$ cat config.mk
export PLATFORM = sky130hd
export DESIGN_NAME = abs_point_unit
export DESIGN_NICKNAME = d
export VERILOG_FILES = /design/src/rtl/core/abs_pkg.sv /design/src/rtl/core/abs_point_unit.sv
export SDC_FILE = /design/constraint.sdc
export NUM_CORES = 2
export LEC_CHECK = 0
export BUFFER_PORTS_ARGS = -buffer_cell sky130_fd_sc_hd__buf_2
export CORE_MARGIN = 2
export CORE_UTILIZATION = 55
export DETAILED_ROUTE_END_ITERATION = 6
export HOLD_SLACK_MARGIN = 0.02
export PLACE_DENSITY = 0.84
export SYNTH_ARGS = -nofsm -noshare
export SYNTH_HDL_FRONTEND = slang
export SYNTH_SLANG_ARGS = --single-unit
$ cat constraint.sdc
create_clock -name clk -period 10.7 [get_ports clk]
set_clock_uncertainty 0.05 [all_clocks]
set_input_delay 0.535 -clock clk [delete_from_list [all_inputs] [get_ports clk]]
set_output_delay 0.535 -clock clk [all_outputs]
set_load 0.005 [all_outputs]
$ cat src/rtl/core/abs_pkg.sv
// Shared types and constants for the Arakawa bracket stencil.
`default_nettype none

package abs_pkg;

    localparam int DATA_W  = 32;
    localparam int MAX_Z   = 1024;
    localparam int CNT_W   = $clog2(MAX_Z);
    localparam int ZPOS_W  = 10;
    localparam int MUL_W   = 34;
    localparam int PROD_W  = 2 * MUL_W;
    localparam int SUM_W   = 72;
    localparam int ACC_W   = 104;
    localparam int FRAC_W  = 48;

    // One z-slice: f and g at rows x-1, x, x+1.
    typedef struct packed {
        logic signed [DATA_W-1:0] fl;
        logic signed [DATA_W-1:0] fm;
        logic signed [DATA_W-1:0] fr;
        logic signed [DATA_W-1:0] gl;
        logic signed [DATA_W-1:0] gm;
        logic signed [DATA_W-1:0] gr;
    } slice_t;

    typedef struct packed {
        logic busy;
        logic done;
    } pt_status_t;

endpackage

`default_nettype wire

$ cat src/rtl/core/abs_point_unit.sv
// Point evaluator: ten stencil products and the scale multiply on one shared multiplier.
`default_nettype none

module abs_point_unit (
    input  wire logic                        clk,
    input  wire logic                        rst_n,
    input  wire logic                        start,
    input  wire abs_pkg::slice_t             slice_a,
    input  wire abs_pkg::slice_t             slice_b,
    input  wire abs_pkg::slice_t             slice_c,
    input  wire logic [abs_pkg::DATA_W-1:0]  scale,
    output abs_pkg::pt_status_t              status,
    output logic signed [abs_pkg::DATA_W-1:0] result
);
    import abs_pkg::*;

    localparam logic [4:0] STEP_TERM_LAST   = 5'd9;
    localparam logic [4:0] STEP_SCALE_FIRST = 5'd12;
    localparam logic [4:0] STEP_SCALE_LAST  = 5'd14;
    localparam logic [4:0] STEP_END         = 5'd16;

    localparam logic [1:0] SH_0  = 2'd0;
    localparam logic [1:0] SH_32 = 2'd1;
    localparam logic [1:0] SH_64 = 2'd2;

    typedef struct packed {
        logic signed [DATA_W-1:0] x1;
        logic signed [DATA_W-1:0] x0;
        logic signed [DATA_W-1:0] y1;
        logic signed [DATA_W-1:0] y0;
        logic                     neg;
    } term_t;

    // term = +/- (x1 - x0) * (y1 - y0)
    function automatic term_t pick_term(input logic [3:0] idx, input slice_t a,
                                        input slice_t b, input slice_t c);
        term_t t;
        t = '0;
        unique case (idx)
            4'd0: t = '{x1: c.fm, x0: a.fm, y1: b.gr, y0: b.gl, neg: 1'b0};
            4'd1: t = '{x1: b.fr, x0: b.fl, y1: c.gm, y0: a.gm, neg: 1'b1};
            4'd2: t = '{x1: b.gr, x0: '0,   y1: c.fr, y0: a.fr, neg: 1'b0};
            4'd3: t = '{x1: b.gl, x0: '0,   y1: c.fl, y0: a.fl, neg: 1'b1};
            4'd4: t = '{x1: c.gm, x0: '0,   y1: c.fr, y0: c.fl, neg: 1'b1};
            4'd5: t = '{x1: a.gm, x0: '0,   y1: a.fr, y0: a.fl, neg: 1'b0};
            4'd6: t = '{x1: c.gr, x0: '0,   y1: c.fm, y0: b.fr, neg: 1'b0};
            4'd7: t = '{x1: a.gl, x0: '0,   y1: b.fl, y0: a.fm, neg: 1'b1};
            4'd8: t = '{x1: c.gl, x0: '0,   y1: c.fm, y0: b.fl, neg: 1'b1};
            4'd9: t = '{x1: a.gr, x0: '0,   y1: b.fr, y0: a.fm, neg: 1'b0};
            default: t = '0;
        endcase
        return t;
    endfunction

    logic [4:0] step_reg, step_next;
    logic       run_reg, run_next;
    logic       done_reg, done_next;

    logic                    op_vld_reg, op_vld_next;
    logic                    op_neg_reg, op_neg_next;
    logic                    op_scl_reg, op_scl_next;
    logic [1:0]              op_sh_reg, op_sh_next;
    logic signed [MUL_W-1:0] op_a_reg, op_a_next;
    logic signed [MUL_W-1:0] op_b_reg, op_b_next;

    logic                     mul_vld_reg;
    logic                     mul_neg_reg;
    logic                     mul_scl_reg;
    logic [1:0]               mul_sh_reg;
    logic signed [PROD_W-1:0] mul_reg;

    logic signed [SUM_W-1:0] sum_reg, sum_next;
    logic [ACC_W-1:0]        acc_reg, acc_next;

    term_t            term;
    logic [SUM_W-1:0] mag;
    logic [1:0]       chunk;
    logic [DATA_W-1:0] chunk_val;
    logic [2*DATA_W-1:0] prod_u;
    logic [ACC_W-1:0] prod_sh;
    logic [ACC_W-FRAC_W-1:0] q;

    assign term  = pick_term(step_reg[3:0], slice_a, slice_b, slice_c);
    assign mag   = sum_reg[SUM_W-1] ? SUM_W'(-sum_reg) : SUM_W'(sum_reg);
    assign chunk = 2'(step_reg - STEP_SCALE_FIRST);

    always_comb
    begin
        unique case (chunk)
            SH_0:    chunk_val = mag[DATA_W-1:0];
            SH_32:   chunk_val = mag[2*DATA_W-1:DATA_W];
            SH_64:   chunk_val = DATA_W'(mag[SUM_W-1:2*DATA_W]);
            default: chunk_val = '0;
        endcase
    end

    assign prod_u = mul_reg[2*DATA_W-1:0];

    always_comb
    begin
        unique case (mul_sh_reg)
            SH_0:    prod_sh = ACC_W'(prod_u);
            SH_32:   prod_sh = ACC_W'({prod_u, {DATA_W{1'b0}}});
            SH_64:   prod_sh = {prod_u[ACC_W-2*DATA_W-1:0], {(2*DATA_W){1'b0}}};
            default: prod_sh = '0;
        endcase
    end

    // sequencer and operand issue
    always_comb
    begin
        step_next   = step_reg;
        run_next    = run_reg;
        done_next   = done_reg;
        op_vld_next = 1'b0;
        op_neg_next = 1'b0;
        op_scl_next = 1'b0;
        op_sh_next  = SH_0;
        op_a_next   = op_a_reg;
        op_b_next   = op_b_reg;

        if (start)
        begin
            step_next = '0;
            run_next  = 1'b1;
            done_next = 1'b0;
        end
        else if (run_reg)
        begin
            step_next = step_reg + 5'd1;
            if (step_reg <= STEP_TERM_LAST)
            begin
                op_vld_next = 1'b1;
                op_neg_next = term.neg;
                op_a_next   = {{2{term.x1[DATA_W-1]}}, term.x1}
                            - {{2{term.x0[DATA_W-1]}}, term.x0};
                op_b_next   = {{2{term.y1[DATA_W-1]}}, term.y1}
                            - {{2{term.y0[DATA_W-1]}}, term.y0};
            end
            else if (step_reg >= STEP_SCALE_FIRST && step_reg <= STEP_SCALE_LAST)
            begin
                op_vld_next = 1'b1;
                op_scl_next = 1'b1;
                op_sh_next  = chunk;
                op_a_next   = {2'b00, chunk_val};
                op_b_next   = {2'b00, scale};
            end
            if (step_reg == STEP_END)
            begin
                run_next  = 1'b0;
                done_next = 1'b1;
            end
        end
    end

    always_comb
    begin
        sum_next = sum_reg;
        acc_next = acc_reg;
        if (start)
        begin
            sum_next = '0;
            // rounding half, added up front
            acc_next = ACC_W'(1) << (FRAC_W - 1);
        end
        else if (mul_vld_reg && !mul_scl_reg)
        begin
            sum_next = mul_neg_reg ? sum_reg - SUM_W'(mul_reg) : sum_reg + SUM_W'(mul_reg);
        end
        else if (mul_vld_reg)
        begin
            acc_next = acc_reg + prod_sh;
        end
    end

    always_ff @(posedge clk or negedge rst_n)
    begin
        if (!rst_n)
        begin
            step_reg    <= '0;
            run_reg     <= 1'b0;
            done_reg    <= 1'b0;
            op_vld_reg  <= 1'b0;
            mul_vld_reg <= 1'b0;
        end
        else
        begin
            step_reg    <= step_next;
            run_reg     <= run_next;
            done_reg    <= done_next;
            op_vld_reg  <= op_vld_next;
            mul_vld_reg <= op_vld_reg;
        end
    end

    always_ff @(posedge clk)
    begin
        op_neg_reg  <= op_neg_next;
        op_scl_reg  <= op_scl_next;
        op_sh_reg   <= op_sh_next;
        op_a_reg    <= op_a_next;
        op_b_reg    <= op_b_next;
        mul_neg_reg <= op_neg_reg;
        mul_scl_reg <= op_scl_reg;
        mul_sh_reg  <= op_sh_reg;
        mul_reg     <= op_a_reg * op_b_reg;
        sum_reg     <= sum_next;
        acc_reg     <= acc_next;
    end

    // round already applied; saturate on the magnitude
    assign q = acc_reg[ACC_W-1:FRAC_W];

    always_comb
    begin
        if (sum_reg[SUM_W-1])
        begin
            if (q >= (ACC_W-FRAC_W)'(64'h8000_0000))
                result = {1'b1, {(DATA_W-1){1'b0}}};
            else
                result = DATA_W'(-q);
        end
        else
        begin
            if (q > (ACC_W-FRAC_W)'(64'h7FFF_FFFF))
                result = {1'b0, {(DATA_W-1){1'b1}}};
            else
                result = DATA_W'(q);
        end
    end

    assign status = '{busy: run_reg, done: done_reg};

endmodule

`default_nettype wire

After elaboration in Yosys (flattened, before gate mapping)

Cells that the tools add are included.

Input bits: 611
Flip-flop bits (word level): 329
Logic and storage cells: 89
Output and inout port bits: 34

$add $sub $neg: 9
Multiplexer cells: 24
Magnitude comparators: 5
Bitwise logic cells: 5
Reduce and logical (&&, ||, !) cells: 15
Multiply operators: 1
Eq/ne operators: 14

Operators with widths:

| operator             | number |
|---|---|
| $pmux 129 s10        | 1 |
| $pmux 104 s3         | 1 |
| $mux 72              | 2 |
| $mux 34              | 4 |
| $add 104x104->104    | 1 |
| $mux 32              | 3 |
| $pmux 32 s3          | 1 |
| $add 72x68->72       | 1 |
| $neg 72->72          | 1 |
| $sub 72x68->72       | 1 |
| $mul 34x34->68       | 1 |
| $sub 32x32->33       | 2 |
| $ge 56x32->1 const B | 1 |
| $gt 56x31->1 const B | 1 |
| $neg 32->32          | 1 |
| $eq 4x3->1 const B   | 4 |
| $le 5x4->1 const B   | 2 |
| $mux 1               | 10 |
| $mux 5               | 2 |
| $eq 4x2->1 const B   | 2 |
| $eq 4x4->1 const B   | 2 |
| $reduce_bool 2->1    | 3 |
| $reduce_or 3->1      | 2 |
| $add 5x1->5 const B  | 1 |
| 14 further kinds     | 23 |

Depth between registers and ports, before layout

Word-level depth: 6
Gate-level depth with buffers: 31
Mapped depth without buffers: 30

Least setup slack after synthesis

No wires, ideal clock.

Path kind: flip-flop to flip-flop
Start point: register op_a_reg[32]
End point: register mul_reg[63]
Setup slack: 2.998 ns
Cell stages (with the launch flop): 25
Clock period less this slack: 7.702 ns
Setup time: 0.072 ns
Buffers on the path: 1
Required time: 10.578 ns
Arrival time: 7.580 ns
Cell sequence: edfxtp_1 > clkbuf_1 > nand2_1 > inv_1 > fa_1 > fa_1 > fa_1 > fa_1 > fa_1 > fa_1 > fa_1 > inv_1 > fa_1 > inv_1 > ha_1 > a21o_1 > a21oi_1 > o21bai_1 > a21o_1 > a21o_1 > a21oi_1 > o21ai_0 > or2_2 > a211oi_1 > xnor2_1

Word-level cells in the longest chain between the ends: 1

RTL lines:

| element                  | RTL line              | text |
|---|---|---|
| start: declaration       | abs_point_unit.sv:63  | `logic signed [MUL_W-1:0] op_a_reg, op_a_next;` |
| start signal: assignment | abs_point_unit.sv:201 | `op_a_reg <= op_a_next;` |
| $mul 34x34->68           | abs_point_unit.sv:206 | `mul_reg <= op_a_reg * op_b_reg;` |
| end signal: assignment   | abs_point_unit.sv:206 |  |
| end: declaration         | abs_point_unit.sv:70  | `logic signed [PROD_W-1:0] mul_reg;` |

Every way passes these cells.
A chain may end at the register's enable or synchronous reset.

Worst setup path after layout

Start point: register op_b_reg[10]
End point: register mul_reg[62]

Word-level cells in the longest chain between the ends: 1

RTL lines:

| element                  | RTL line              | text |
|---|---|---|
| start: declaration       | abs_point_unit.sv:64  | `logic signed [MUL_W-1:0] op_b_reg, op_b_next;` |
| start signal: assignment | abs_point_unit.sv:202 | `op_b_reg <= op_b_next;` |
| $mul 34x34->68           | abs_point_unit.sv:206 |  |

Every way passes these cells.

==> results.txt <==
----------------------------------------------------
[Outcome]
  Run status ... finished, violations left
  Violations in the final reports ... design-rule violations, max-capacitance violations, max-slew violations

[Timing]
  Final Hold Fails ... 0
  TNS Setup ... 0 ns
  Setup repair after global routing missed its margin ... false
  Count of final setup violators ... 0
  Slew Viols, Final ... 2
  Maximum frequency from static timing analysis ... 102 MHz
  Tightest slew margin relative to the limit ... -0.0201
  Time the final worst path needs with I/O delays and setup ... 9.76 ns
  Worst slew pin tran ... 1.51 ns
  Crit share post-route ... 0.912

[Critical path]
  Category of the worst setup path launch point ... flip-flop
  Data required time of the worst path ... 11.15 ns
  Endpoint class of the critical path ... flip-flop
  Arrival time at the worst endpoint ... 10.20 ns
  Critical path start-end classification ... reg2reg
  Critical-path maximum fanout ... 24
  Maximum cell stage delay along the critical path ... 1.25 ns
  Most frequent CP cell ... sky130_fd_sc_hd__fa_1
  Cell type of the slowest stage on the worst timing path ... sky130_fd_sc_hd__edfxtp_1

[Layout]
  Final-stage net count ... 11500
  Area of the multi-input gates ... 60200 sq um
  Summed area of non-filler cells in the final layout ... 80700 sq um
  Number of flip-flops in the largest register ... 104
  Area overhead of the layout relative to synthesis ... 8.59%
  Layout Utilization ... 0.603
  Number of fillers in the final layout ... 11600
  Final instance count without filler cells ... 11100
  Layout cell share with drive strength beyond 1 ... 0.0973
  Sequential cell area ... 7260 sq um

[Yosys]
  Number of distinct library cell variants in the gate-level netlist after synthesis ... 83
  Yosys synthesis warning count ... 0
  Seq cells post-synth ... 327
  Asr flop ratio synth ... 0.0275
  Combined area of all synthesized cells ... 74300 sq um
  Proportion of synthesized area in mux cells ... 0.00554
  Post-Synth XOR/XNOR Area ... 0.0465
  Adder-Cell Fraction of Synth Area ... 0.405
  Net count of the mapped netlist ... 11200
  Complex-gate fraction of the synthesized area ... 0.170
  Per-instance average area after synthesis ... 8.33 sq um
  Cell count after synthesis ... 8923
  Seq/Total Area, Yosys ... 0.0976
  Leading register cell type out of synthesis ... sky130_fd_sc_hd__dfxtp_1
  Simple-gate share of the synthesized area ... 0.183
  Combinational family with the most area after synthesis ... adder cells
  EDFF count, synth ... 66

[Clock network]
  Root Buffer ... sky130_fd_sc_hd__clkbuf_16
  CTS Buffer Depth ... 3
  Hold-fix buffer count after cts ... 1
  Clock latency on the worst-skew pair ... 0.66 ns
  Clock tree from TritonCTS ... done
  H-tree depth reported by CTS ... 2
  Number of buffers inserted during clock tree synthesis ... 44
  Number of gates given a new drive strength after cts ... 0
  Setup Buffers After CTS ... 0
  CTS sink count ... 327
  CTS clk-pin slew, worst paths ... 0.06 ns

[Floorplanning]
  Vertical die dimension ... 372 um
  Floorplan row count ... 134
  Top-level I/O count ... 645
  Core box area ... 134000 sq um
  Initial Utilization ... 0.556
  Die area ... 138000 sq um
  Overall die width ... 372 um

[GRT]
  Initial antenna violation count ... 117
  Number of global-route vias before repair ... 70800
  First-pass GRT wire length ... 457000 um
  Total global routing overflow ... 0
  Global router's overall resource usage ... 0.452
  Pin count of the biggest net entering global routing ... 137

[Detailed routing]
  Count of antenna-violating nets left after detailed routing ... 0
  Detailed Routing Iterations Pass 1 ... 7
  1st-iter DRT viols ... 8073
  Count of vias placed by the detailed router ... 70600
  Post-Route WL ... 315000 um
  Via density per instance ... 6.36
  DRC viols ... 2
  Wire length per cell ... 28.4 um

[Place]
  Placed cell area ... 78800 sq um
  Total of buffers placed on input and output ports ... 580
  Half-perimeter wire length after placement ... 257000 um
  Placer's final routability congestion estimate ... 1.06
  Number of placed instances with taps included ... 10900

[Min path]
  Type of the most critical hold path ... in2reg

[Job]
  Number of max-cap violations ... 1

----------------------------------------------------
stage by stage:
| step | hold WS, ns | setup slack (ns) |
|---|---|---|
| finish | 0.204 | 0.943 |
| detailed placement | 0.263 | 1.34 |
| global route | 0.198 | 0.779 |
| floorplan | 0.189 | 3.00 |
| CTS | 0.175 | 1.32 |
| global placement | 0.262 | 1.45 |
cell usage after synthesis (all sizes together), types with 16 or more instances:
cell type  instances  area [sq um]
a222oi            71           711
a211o             16           140
a21boi            20           150
ha               447          5590
and3              40           250
or3               36           240
or4               22           184
a22o              70           613
xor2             107           937
nor2             348          1310
nand2           1067          4010
mux2i             40           400
nor2b             51           319
o22ai             35           219
and2             665          4160
a21o             148          1110
inv             1300          4880
fa              1223         24500
o21a              49           368
a31oi             50           313
o21bai            53           398
or2               27           171
nor3             100           500
edfxtp            66          1980
a221oi            43           377
nand4            143           895
xnor2            288          2520
dfxtp            252          5040
nand2b            57           357
nand3            124           621
a22oi            275          2060
o41ai             22           193
a211oi            46           345
buf               49           195
o31ai             53           412
a21oi            550          2750
o21ai            276          1380
o211ai            32           240
clkbuf           480          1800
nor4              38           238
worst max-delay path: cells and delay by family, from the launching register on:
kind | cells | cell delay [ns]
fa+ha+maj | 9 | 4.20
compound gates | 9 | 2.88
flops | 1 | 1.25
buf+inv | 8 | 0.76
simple gates | 2 | 0.31
xor+xnor | 1 | 0.18
layout make-up:
cell class / instances / area share
diodes: 109 / 0.00338
clock buffers: 52 / 0.0149
clock inverters: 28 / 0.00538
inverters: 1302 / 0.0606
multi-input cells: 6765 / 0.746
flip-flops and latches: 327 / 0.0899
well taps: 1768 / 0.0274
repair buffers: 747 / 0.0520
path summary, 6_finish.rpt:
path | startpoint | to | slack [ns] | depth (start not counted)
max in group asynchronous | rst_n | step_reg[4] | 10.03 | 2
hold reg to reg | op_scl_reg | mul_scl_reg | 0.27 | 0
min in group asynchronous | rst_n | mul_vld_reg | 0.38 | 2
setup reg to reg | op_b_reg[10] | mul_reg[62] | 0.94 | 29
setup / recovery | op_b_reg[10] | mul_reg[62] | 0.94 | 29
hold / removal | scale[22] | op_b_reg[22] | 0.20 | 3
per-layer routing:
metal / part of all wire / GRT usage
met1: 0.35 / 0.534
met2: 0.43 / 0.674
met3: 0.12 / 0.132
met4: 0.10 / 0.392
met5: 0.00048 / 0
cell usage in the layout, fill, tap and decap left out, types with 32 or more instances in the layout:
| cell | n |
|---|---|
| sky130_fd_sc_hd__nand2b_1 | 55 |
| sky130_fd_sc_hd__and2_1 | 658 |
| sky130_fd_sc_hd__diode_2 | 109 |
| sky130_fd_sc_hd__inv_1 | 1299 |
| sky130_fd_sc_hd__buf_2 | 579 |
| sky130_fd_sc_hd__dfxtp_1 | 249 |
| sky130_fd_sc_hd__ha_1 | 447 |
| sky130_fd_sc_hd__nand2_1 | 1066 |
| sky130_fd_sc_hd__buf_4 | 165 |
| sky130_fd_sc_hd__fa_1 | 1223 |
| sky130_fd_sc_hd__nor2b_1 | 47 |
| sky130_fd_sc_hd__a22o_1 | 70 |
| sky130_fd_sc_hd__a222oi_1 | 71 |
| sky130_fd_sc_hd__or3_1 | 33 |
| sky130_fd_sc_hd__nor2_1 | 347 |
| sky130_fd_sc_hd__a31oi_1 | 50 |
| sky130_fd_sc_hd__o211ai_1 | 32 |
| sky130_fd_sc_hd__mux2i_1 | 40 |
| sky130_fd_sc_hd__edfxtp_1 | 66 |
| sky130_fd_sc_hd__o21bai_1 | 52 |
| sky130_fd_sc_hd__a21oi_1 | 550 |
| sky130_fd_sc_hd__a221oi_1 | 43 |
| sky130_fd_sc_hd__and3_1 | 40 |
| sky130_fd_sc_hd__xor2_1 | 107 |
| sky130_fd_sc_hd__o22ai_1 | 35 |
| sky130_fd_sc_hd__o21ai_0 | 275 |
| sky130_fd_sc_hd__a21o_1 | 148 |
| sky130_fd_sc_hd__xnor2_1 | 288 |
| sky130_fd_sc_hd__o21a_1 | 49 |
| sky130_fd_sc_hd__a22oi_1 | 275 |
| sky130_fd_sc_hd__nor4_1 | 38 |
| sky130_fd_sc_hd__nand4_1 | 143 |
| sky130_fd_sc_hd__nand3_1 | 124 |
| sky130_fd_sc_hd__clkbuf_16 | 45 |
| sky130_fd_sc_hd__o31ai_1 | 52 |
| sky130_fd_sc_hd__nor3_1 | 100 |
| sky130_fd_sc_hd__a211oi_1 | 46 |
logic make-up (layout without fill, tap and decap cells):
logic type | count (synthesis) | count (layout)
flip-flops | 327 | 327
multiplexers | 41 | 41
XOR/XNOR | 395 | 395
other | 0 | 109
AND/OR/NAND/NOR | 2764 | 2764
adder cells (fa/ha/maj) | 1670 | 1670
AO/OA/AOI/OAI | 1895 | 1895
buffers and inverters | 1831 | 2129
Power is not shown: default switching activity piles up to over one toggle a cycle in this logic, so the estimate is an artifact.
